--- src/rtl/crso_pkg.sv ---
// ----------------------------------------------------------------------------
// crso_pkg
// Shared constants, types and arithmetic helpers for the source-over rect fill.
// ----------------------------------------------------------------------------
package crso_pkg;

  localparam int COORD_BITS = 12;

  // input word: pixel_x, pixel_y, dst_pixel from the lowest bit up, byte padded
  localparam int IN_FIELDS_W = 2 * COORD_BITS + 32;
  localparam int IN_DATA_W   = ((IN_FIELDS_W + 7) / 8) * 8;

  // signed compare width, holds any 16-bit edge and any coordinate
  localparam int CMP_W = 17;

  localparam int CFG_ADDR_W = 3;
  localparam int CFG_DATA_W = 32;

  localparam logic [CFG_ADDR_W-1:0] REG_RECT_LEFT     = 3'd0;
  localparam logic [CFG_ADDR_W-1:0] REG_RECT_TOP      = 3'd1;
  localparam logic [CFG_ADDR_W-1:0] REG_RECT_RIGHT    = 3'd2;
  localparam logic [CFG_ADDR_W-1:0] REG_RECT_BOTTOM   = 3'd3;
  localparam logic [CFG_ADDR_W-1:0] REG_BITMAP_WIDTH  = 3'd4;
  localparam logic [CFG_ADDR_W-1:0] REG_BITMAP_HEIGHT = 3'd5;
  localparam logic [CFG_ADDR_W-1:0] REG_SOURCE_COLOR  = 3'd6;

  localparam logic [12:0] BITMAP_SIZE_RST = 13'd4096;

  // per-stage load strobes and the write flag seen by the last stage
  typedef struct packed {
    logic en1;
    logic en2;
    logic en3;
    logic we2;
  } stage_ctl_t;

  // round(p/255) for p a product of two bytes
  function automatic logic [7:0] div255r(input logic [15:0] p);
    logic [16:0] t;
    logic [16:0] s;
    t = {1'b0, p} + 17'd128;
    s = t + {8'd0, t[16:8]};
    return s[15:8];
  endfunction

endpackage

--- src/rtl/clipped_rect_src_over_blend.sv ---
// ----------------------------------------------------------------------------
// clipped_rect_src_over_blend
// Per-pixel source-over blend of a constant colour inside a clipped rectangle.
// ----------------------------------------------------------------------------
// Takes one pixel word per clock while in_tready is high and returns one
// result word per pixel, in order, through three register stages: clip test
// and the 8x8 channel products, the divide by 255 with rounding, and the
// saturating add with the pass-through select. Each stage holds its word
// until the next one frees up, so bubbles are squeezed out and in_tready
// drops only when all three stages are full and out_tready is low. The user
// must write registers on the cfg port only while no pixel is in flight; the
// block itself does not enforce this. out_tuser is set when the pixel was
// written, otherwise out_tdata returns the destination unchanged.
module clipped_rect_src_over_blend (
  input  logic                              clk,
  input  logic                              rst_n,
  input  logic                              cfg_we,
  input  logic [crso_pkg::CFG_ADDR_W-1:0]   cfg_addr,
  input  logic [crso_pkg::CFG_DATA_W-1:0]   cfg_wdata,
  input  logic                              in_tvalid,
  output logic                              in_tready,
  // pixel_x, pixel_y, dst_pixel
  input  logic [crso_pkg::IN_DATA_W-1:0]    in_tdata,
  output logic                              out_tvalid,
  input  logic                              out_tready,
  // new_pixel
  output logic [31:0]                       out_tdata,
  // write_enable
  output logic [0:0]                        out_tuser
);

  localparam int CB = crso_pkg::COORD_BITS;
  localparam int CW = crso_pkg::CMP_W;

  // configuration registers
  logic signed [15:0] rect_left_r;
  logic signed [15:0] rect_top_r;
  logic signed [15:0] rect_right_r;
  logic signed [15:0] rect_bottom_r;
  logic [12:0]        bitmap_width_r;
  logic [12:0]        bitmap_height_r;
  logic [31:0]        source_color_r;

  always_ff @(posedge clk) begin
    if (!rst_n) begin
      rect_left_r     <= '0;
      rect_top_r      <= '0;
      rect_right_r    <= '0;
      rect_bottom_r   <= '0;
      bitmap_width_r  <= crso_pkg::BITMAP_SIZE_RST;
      bitmap_height_r <= crso_pkg::BITMAP_SIZE_RST;
      source_color_r  <= '0;
    end else if (cfg_we) begin
      case (cfg_addr)
        crso_pkg::REG_RECT_LEFT:     rect_left_r     <= cfg_wdata[15:0];
        crso_pkg::REG_RECT_TOP:      rect_top_r      <= cfg_wdata[15:0];
        crso_pkg::REG_RECT_RIGHT:    rect_right_r    <= cfg_wdata[15:0];
        crso_pkg::REG_RECT_BOTTOM:   rect_bottom_r   <= cfg_wdata[15:0];
        crso_pkg::REG_BITMAP_WIDTH:  bitmap_width_r  <= cfg_wdata[12:0];
        crso_pkg::REG_BITMAP_HEIGHT: bitmap_height_r <= cfg_wdata[12:0];
        crso_pkg::REG_SOURCE_COLOR:  source_color_r  <= cfg_wdata;
        default: begin
        end
      endcase
    end
  end

  // pipeline handshake
  logic v1_r, v2_r, v3_r;
  logic rdy1, rdy2, rdy3;
  crso_pkg::stage_ctl_t ctl;

  assign rdy3 = !v3_r || out_tready;
  assign rdy2 = !v2_r || rdy3;
  assign rdy1 = !v1_r || rdy2;

  always_ff @(posedge clk) begin
    if (!rst_n) begin
      v1_r <= 1'b0;
      v2_r <= 1'b0;
      v3_r <= 1'b0;
    end else begin
      if (rdy1) v1_r <= in_tvalid;
      if (rdy2) v2_r <= v1_r;
      if (rdy3) v3_r <= v2_r;
    end
  end

  assign in_tready  = rdy1;
  assign out_tvalid = v3_r;

  // input word fields
  logic [CB-1:0] pixel_x;
  logic [CB-1:0] pixel_y;
  logic [31:0]   dst_pixel;

  assign pixel_x   = in_tdata[CB-1:0];
  assign pixel_y   = in_tdata[2*CB-1:CB];
  assign dst_pixel = in_tdata[2*CB+31:2*CB];

  // clip test; coordinates are never negative, so only the upper limits need a min
  logic signed [CW-1:0] x_s, y_s;
  logic                 in_x, in_y;
  logic [7:0]           src_a, src_inv;
  logic                 we1_nxt;

  assign x_s = signed'({{(CW-CB){1'b0}}, pixel_x});
  assign y_s = signed'({{(CW-CB){1'b0}}, pixel_y});

  assign in_x = (x_s >= CW'(rect_left_r)) && (x_s < CW'(rect_right_r))
             && (x_s < signed'({{(CW-13){1'b0}}, bitmap_width_r}));
  assign in_y = (y_s >= CW'(rect_top_r)) && (y_s < CW'(rect_bottom_r))
             && (y_s < signed'({{(CW-13){1'b0}}, bitmap_height_r}));

  assign src_a   = source_color_r[31:24];
  assign src_inv = 8'hFF - src_a;
  assign we1_nxt = (src_a != 8'd0) && in_x && in_y;

  logic we1_r, we2_r, we3_r;

  assign ctl.en1 = in_tvalid && rdy1;
  assign ctl.en2 = v1_r && rdy2;
  assign ctl.en3 = v2_r && rdy3;
  assign ctl.we2 = we2_r;

  always_ff @(posedge clk) begin
    if (ctl.en1) we1_r <= we1_nxt;
    if (ctl.en2) we2_r <= we1_r;
    if (ctl.en3) we3_r <= we2_r;
  end

  // alpha blends like a colour channel whose source value is full scale
  logic [7:0] res_a, res_r, res_g, res_b;

  crso_chan u_chan_a (
    .clk     (clk),
    .ctl     (ctl),
    .src_a   (src_a),
    .src_inv (src_inv),
    .src_c   (8'hFF),
    .dst_c   (dst_pixel[31:24]),
    .res     (res_a)
  );

  crso_chan u_chan_r (
    .clk     (clk),
    .ctl     (ctl),
    .src_a   (src_a),
    .src_inv (src_inv),
    .src_c   (source_color_r[23:16]),
    .dst_c   (dst_pixel[23:16]),
    .res     (res_r)
  );

  crso_chan u_chan_g (
    .clk     (clk),
    .ctl     (ctl),
    .src_a   (src_a),
    .src_inv (src_inv),
    .src_c   (source_color_r[15:8]),
    .dst_c   (dst_pixel[15:8]),
    .res     (res_g)
  );

  crso_chan u_chan_b (
    .clk     (clk),
    .ctl     (ctl),
    .src_a   (src_a),
    .src_inv (src_inv),
    .src_c   (source_color_r[7:0]),
    .dst_c   (dst_pixel[7:0]),
    .res     (res_b)
  );

  assign out_tdata = {res_a, res_r, res_g, res_b};
  assign out_tuser = we3_r;

  // back-pressure only when every stage is occupied
  a_full_stall: assert property (@(posedge clk) disable iff (!rst_n)
    !in_tready |-> (v1_r && v2_r && v3_r))
    else $error("input stalled with a free pipeline stage");

  // a word in stage one that may advance shows up in stage two
  a_advance: assert property (@(posedge clk) disable iff (!rst_n)
    (v1_r && rdy2) |=> v2_r)
    else $error("word lost between stage one and stage two");

  // a written pixel carries at least the nonzero source alpha
  a_alpha_nonzero: assert property (@(posedge clk) disable iff (!rst_n)
    (out_tvalid && out_tuser[0]) |-> (out_tdata[31:24] != 8'd0))
    else $error("written pixel with zero alpha");

endmodule

--- src/rtl/crso_chan.sv ---
// ----------------------------------------------------------------------------
// crso_chan
// One channel: multiply, divide by 255, add and saturate, or pass dst through.
// ----------------------------------------------------------------------------
module crso_chan (
  input  logic                 clk,
  input  crso_pkg::stage_ctl_t ctl,
  input  logic [7:0]           src_a,
  input  logic [7:0]           src_inv,
  input  logic [7:0]           src_c,
  input  logic [7:0]           dst_c,
  output logic [7:0]           res
);

  logic [15:0] p_src_r;
  logic [15:0] p_dst_r;
  logic [7:0]  d1_r;
  logic [7:0]  q_src_r;
  logic [7:0]  q_dst_r;
  logic [7:0]  d2_r;
  logic [7:0]  res_r;
  logic [8:0]  sum;
  logic [7:0]  res_nxt;

  always_ff @(posedge clk) begin
    if (ctl.en1) begin
      p_src_r <= src_a * src_c;
      p_dst_r <= src_inv * dst_c;
      d1_r    <= dst_c;
    end
  end

  always_ff @(posedge clk) begin
    if (ctl.en2) begin
      q_src_r <= crso_pkg::div255r(p_src_r);
      q_dst_r <= crso_pkg::div255r(p_dst_r);
      d2_r    <= d1_r;
    end
  end

  assign sum = {1'b0, q_src_r} + {1'b0, q_dst_r};

  always_comb begin
    if (!ctl.we2) begin
      res_nxt = d2_r;
    end else if (sum[8]) begin
      res_nxt = 8'hFF;
    end else begin
      res_nxt = sum[7:0];
    end
  end

  always_ff @(posedge clk) begin
    if (ctl.en3) begin
      res_r <= res_nxt;
    end
  end

  assign res = res_r;

endmodule

--- config.mk ---
export PLATFORM = sky130hd
export DESIGN_NAME = clipped_rect_src_over_blend
export DESIGN_NICKNAME = d
export VERILOG_FILES = /design/src/rtl/crso_pkg.sv /design/src/rtl/clipped_rect_src_over_blend.sv /design/src/rtl/crso_chan.sv
export SDC_FILE = /design/constraint.sdc
export NUM_CORES = 2
export LEC_CHECK = 0
export BUFFER_PORTS_ARGS = -buffer_cell sky130_fd_sc_hd__buf_2
export CAP_MARGIN = 20
export CORE_ASPECT_RATIO = 1.2
export CORE_MARGIN = 1.5
export CORE_UTILIZATION = 55
export DETAILED_ROUTE_END_ITERATION = 10
export PLACE_DENSITY = 0.72
export SLEW_MARGIN = 40
export SYNTH_ARGS = -nofsm -noshare
export SYNTH_HDL_FRONTEND = slang
export SYNTH_SLANG_ARGS = --single-unit
--- constraint.sdc ---
create_clock -name clk -period 12.1 [get_ports clk]
set_input_delay 1.815 -clock clk [delete_from_list [all_inputs] [get_ports clk]]
set_output_delay 1.815 -clock clk [all_outputs]
set_load 0.005 [all_outputs]
==> impl_metrics.json <==
{
  "status": "complete, no violations",
  "initial_utilization_pct": 55.43,
  "gp_congestion": 0.8525,
  "total_leakage_power_uw": 0.01788,
  "crit_fanout": 44,
  "antenna_found_initial": 2,
  "cpPeakStageDelay_ps": 600,
  "p_per_area_nw_per_um2": 159.7,
  "tns_ps": 0,
  "syn-cell-area_sq_um": 36430,
  "clk_latency_ps": 620,
  "wirelength_mm": 81.17,
  "wl_per_cell_um": 17.37,
  "cts_buffers": 48,
  "synth_top_family_by_area": "adder cells",
  "synth_fa_ha_area_share_pct": 31.41,
  "drt_iter0_drc": 1334,
  "max_freq_mhz": 174.4,
  "port_buffers": 130,
  "cts.sinks": 416,
  "dr_wl_met3_mm": 3.206,
  "synth.area.mux_share_pct": 0.08929,
  "cts_setup_buffers": 0,
  "layout-drive-gt1-share_pct": 7.072,
  "min_from": "we1_r",
  "fin_util_pct": 60.38,
  "cp_slowest_cell": "buf_4",
  "cts_resized": 0,
  "grt_pass1_wl_mm": 133.6,
  "m1WireLength_mm": 33.91,
  "path_cells": "buf_4 -> inv_1 -> nand2_1 -> fa_1 -> fa_1 -> fa_1 -> fa_1 -> inv_1 -> ha_1 -> or2_2 -> a21oi_1 -> a21oi_1 -> a211oi_1 -> a21oi_1 -> xnor2_1",
  "die_w_um": 238.0,
  "drv_slew": 0,
  "synthTopCellsByCount": "524 x inv_1, 457 x ha_1, 412 x nand2_1",
  "seq_area_frac_synth_pct": 30.85,
  "r2r-end": "u_chan_b.p_dst_r[15]",
  "grt.total_usage_pct": 24.79,
  "cts-root-buf": "clkbuf_16",
  "ys_types": 64,
  "synth_cells": 3682,
  "synth_compound_area_share_pct": 9.605,
  "drc_errors": 0,
  "criticalPathCategory": "reg2reg",
  "yosysMostFrequentCell": "inv_1",
  "setup_violations": 0,
  "ff2ff_setup_slack_ps": 6370,
  "first_global_vias": 26205,
  "die_area_sq_um": 67800,
  "grt_max_degree": 126,
  "synth_edf_count": 291,
  "dp_hpwl_mm": 60.09,
  "avgSynthCellArea_sq_um": 9.895,
  "clkTransAtPathRegs_ps": 70,
  "rows": 103,
  "ys.flop_type": "edfxtp_1",
  "cp.arrival_ps": 6090,
  "ys_ff_latch": 416,
  "skew_ps": 27.27,
  "ir_drop_mv": 0.1272,
  "clockBufferDepth": 3,
  "finalCritPeriodShare_pct": 47.38,
  "min_path_type": "reg2reg",
  "coreArea_sq_um": 65730,
  "final_hold_viol_count": 0,
  "drt_pre_antenna_iters": 5,
  "htree_num_levels": 2,
  "rsz0062_at_grt": "false",
  "dr_total_vias": 25540,
  "worst_pin_slew_ps": 796.5,
  "synth_area_leaders": "edfxtp_1 24%, fa_1 16%, ha_1 16%",
  "min_period_ps": 5733,
  "holdPathEnd": "we2_r",
  "die_h_um": 284.9,
  "synth_top_area_share_pct": 23.98,
  "r2r_start": "source_color_r[27]",
  "highest_layer": "met5",
  "cpMostUsedCell": "fa_1",
  "syn-num-nets": 4521,
  "endpoint_kind": "flip-flop",
  "ant_nets": 0,
  "nets": 4632,
  "grt-ovfl-total": 0,
  "cp-startpoint": "source_color_r[27]",
  "synth_xor_area_share_pct": 5.446,
  "area_growth_pct": 8.925,
  "drv_cap": 0,
  "yosysTopAreaCell": "edfxtp_1",
  "vias_per_cell": 5.464,
  "ioPinCount": 131,
  "route.met2.wl_mm": 41.10,
  "crit_required_ps": 12450,
  "yosys_warnings": 0,
  "cp_top_family": "adder cells",
  "async_reset_ff_share_pct": 0,
  "cts_hold_buf": 0,
  "yosys.area_share.simple_pct": 16.22,
  "critPathBufInv": 3,
  "cts_tree": "done",
  "slew-limit-headroom_pct": 46.90,
  "min_path_cells": 0,
  "startpoint_type": "flip-flop",
  "reg2regPathDepth": 15
}
==> cell type report <==
type	count	area, sq um
fill	5645	26040
multi-input combinational	2649	22910
sequential	416	11250
inverter	525	1971
clock buffer	65	1411
tap	840	1051
timing repair buffer	153	863.3
clock inverter	24	224.0
antenna	2	5.005
==> registers in the layout, summed over array words and instances (netlist names), 13 cells and up <==
name and count:
bitmap_height_r 13, bitmap_width_r 13, rect_bottom_r 16, rect_left_r 16
rect_right_r 16, rect_top_r 16, source_color_r 32, u_chan_a.p_dst_r 16
u_chan_a.p_src_r 16, u_chan_b.p_dst_r 16, u_chan_b.p_src_r 16, u_chan_g.p_dst_r 16
u_chan_g.p_src_r 16, u_chan_r.p_dst_r 16, u_chan_r.p_src_r 16
==> worst register-to-register path, cell delays in order (launching register included) <==
cell and delay, ps:
dfxtp_2 510, buf_4 610, inv_1 560, nand2_1 190
fa_1 460, fa_1 540, fa_1 540, fa_1 560
inv_1 40, ha_1 330, or2_2 320, a21oi_1 150
a21oi_1 70, a211oi_1 340, a21oi_1 140, xnor2_1 140
==> power by group <==
part	internal (uW)	leakage (uW)	total [uW]	switching, uW
sequential	1880	0.00384	2030	150
combinational	1270	0.0132	2810	1540
clock	868	0.000812	1500	627
==> kinds of logic (layout without fill, tap and decap cells) <==
kind of cell / Yosys count / after routing
flops: 416 / 416
simple gates: 1163 / 1163
fa+ha+maj: 743 / 743
compound gates: 515 / 515
mux: 3 / 3
other cells: 0 / 2
buf+inv: 617 / 767
xor+xnor: 225 / 225
==> layout by cell type (no fill, tap or decap), types with 43 or more instances in the layout <==
master / Yosys / final
a21boi_0: 126 / 125
nand2_1: 412 / 412
o21ai_0: 56 / 56
nor2_1: 118 / 115
nand3_1: 54 / 54
buf_2: 4 / 130
fa_1: 286 / 286
dfxtp_1: 125 / 117
inv_1: 524 / 524
xnor2_1: 181 / 181
edfxtp_1: 291 / 291
clkbuf_16: 0 / 51
ha_1: 457 / 457
a21oi_1: 133 / 133
nor2b_1: 242 / 241
xor2_1: 43 / 43
and2_1: 163 / 163
==> per-stage QoR <==
step           hold WS (ps)  total power [uW]  std cells  setup WS, ps  cell area [sq um]
6_report              413.4              6338       4674          6367              39690
3_3_place_gp          400.8              4806       4582          6082              38010
5_1_grt               419.5              6833       4673          6110              39680
3_5_place_dp          404.5              4852       4583          6082              38050
2_1_floorplan         400.3              4198       3682          1398              36430
4_1_cts               418.7              6398       4672          6394              39680
==> layer usage <==
| layer | vias up | global-route usage (%) |
|---|---|---|
| li1 | 12423 | - |
| met1 | 12451 | 30.09 |
| met2 | 497 | 44.96 |
| met3 | 167 | 2.924 |
| met4 | 2 | 9.204 |
| met5 | - | 0 |
==> worst max-delay path by stage <==
stage / end / slack, ps / cells after the start
after global placement: u_chan_g.p_dst_r[15] / 6080 / 15
after floorplan: u_chan_a.d1_r[0] / 1400 / 2
final: u_chan_b.p_dst_r[15] / 6370 / 15
after global routing: u_chan_a.p_src_r[15] / 6110 / 16
after detailed placement: u_chan_b.p_dst_r[15] / 6080 / 14
after CTS: u_chan_b.p_dst_r[15] / 6390 / 15
(Power assumes the default switching activity.)
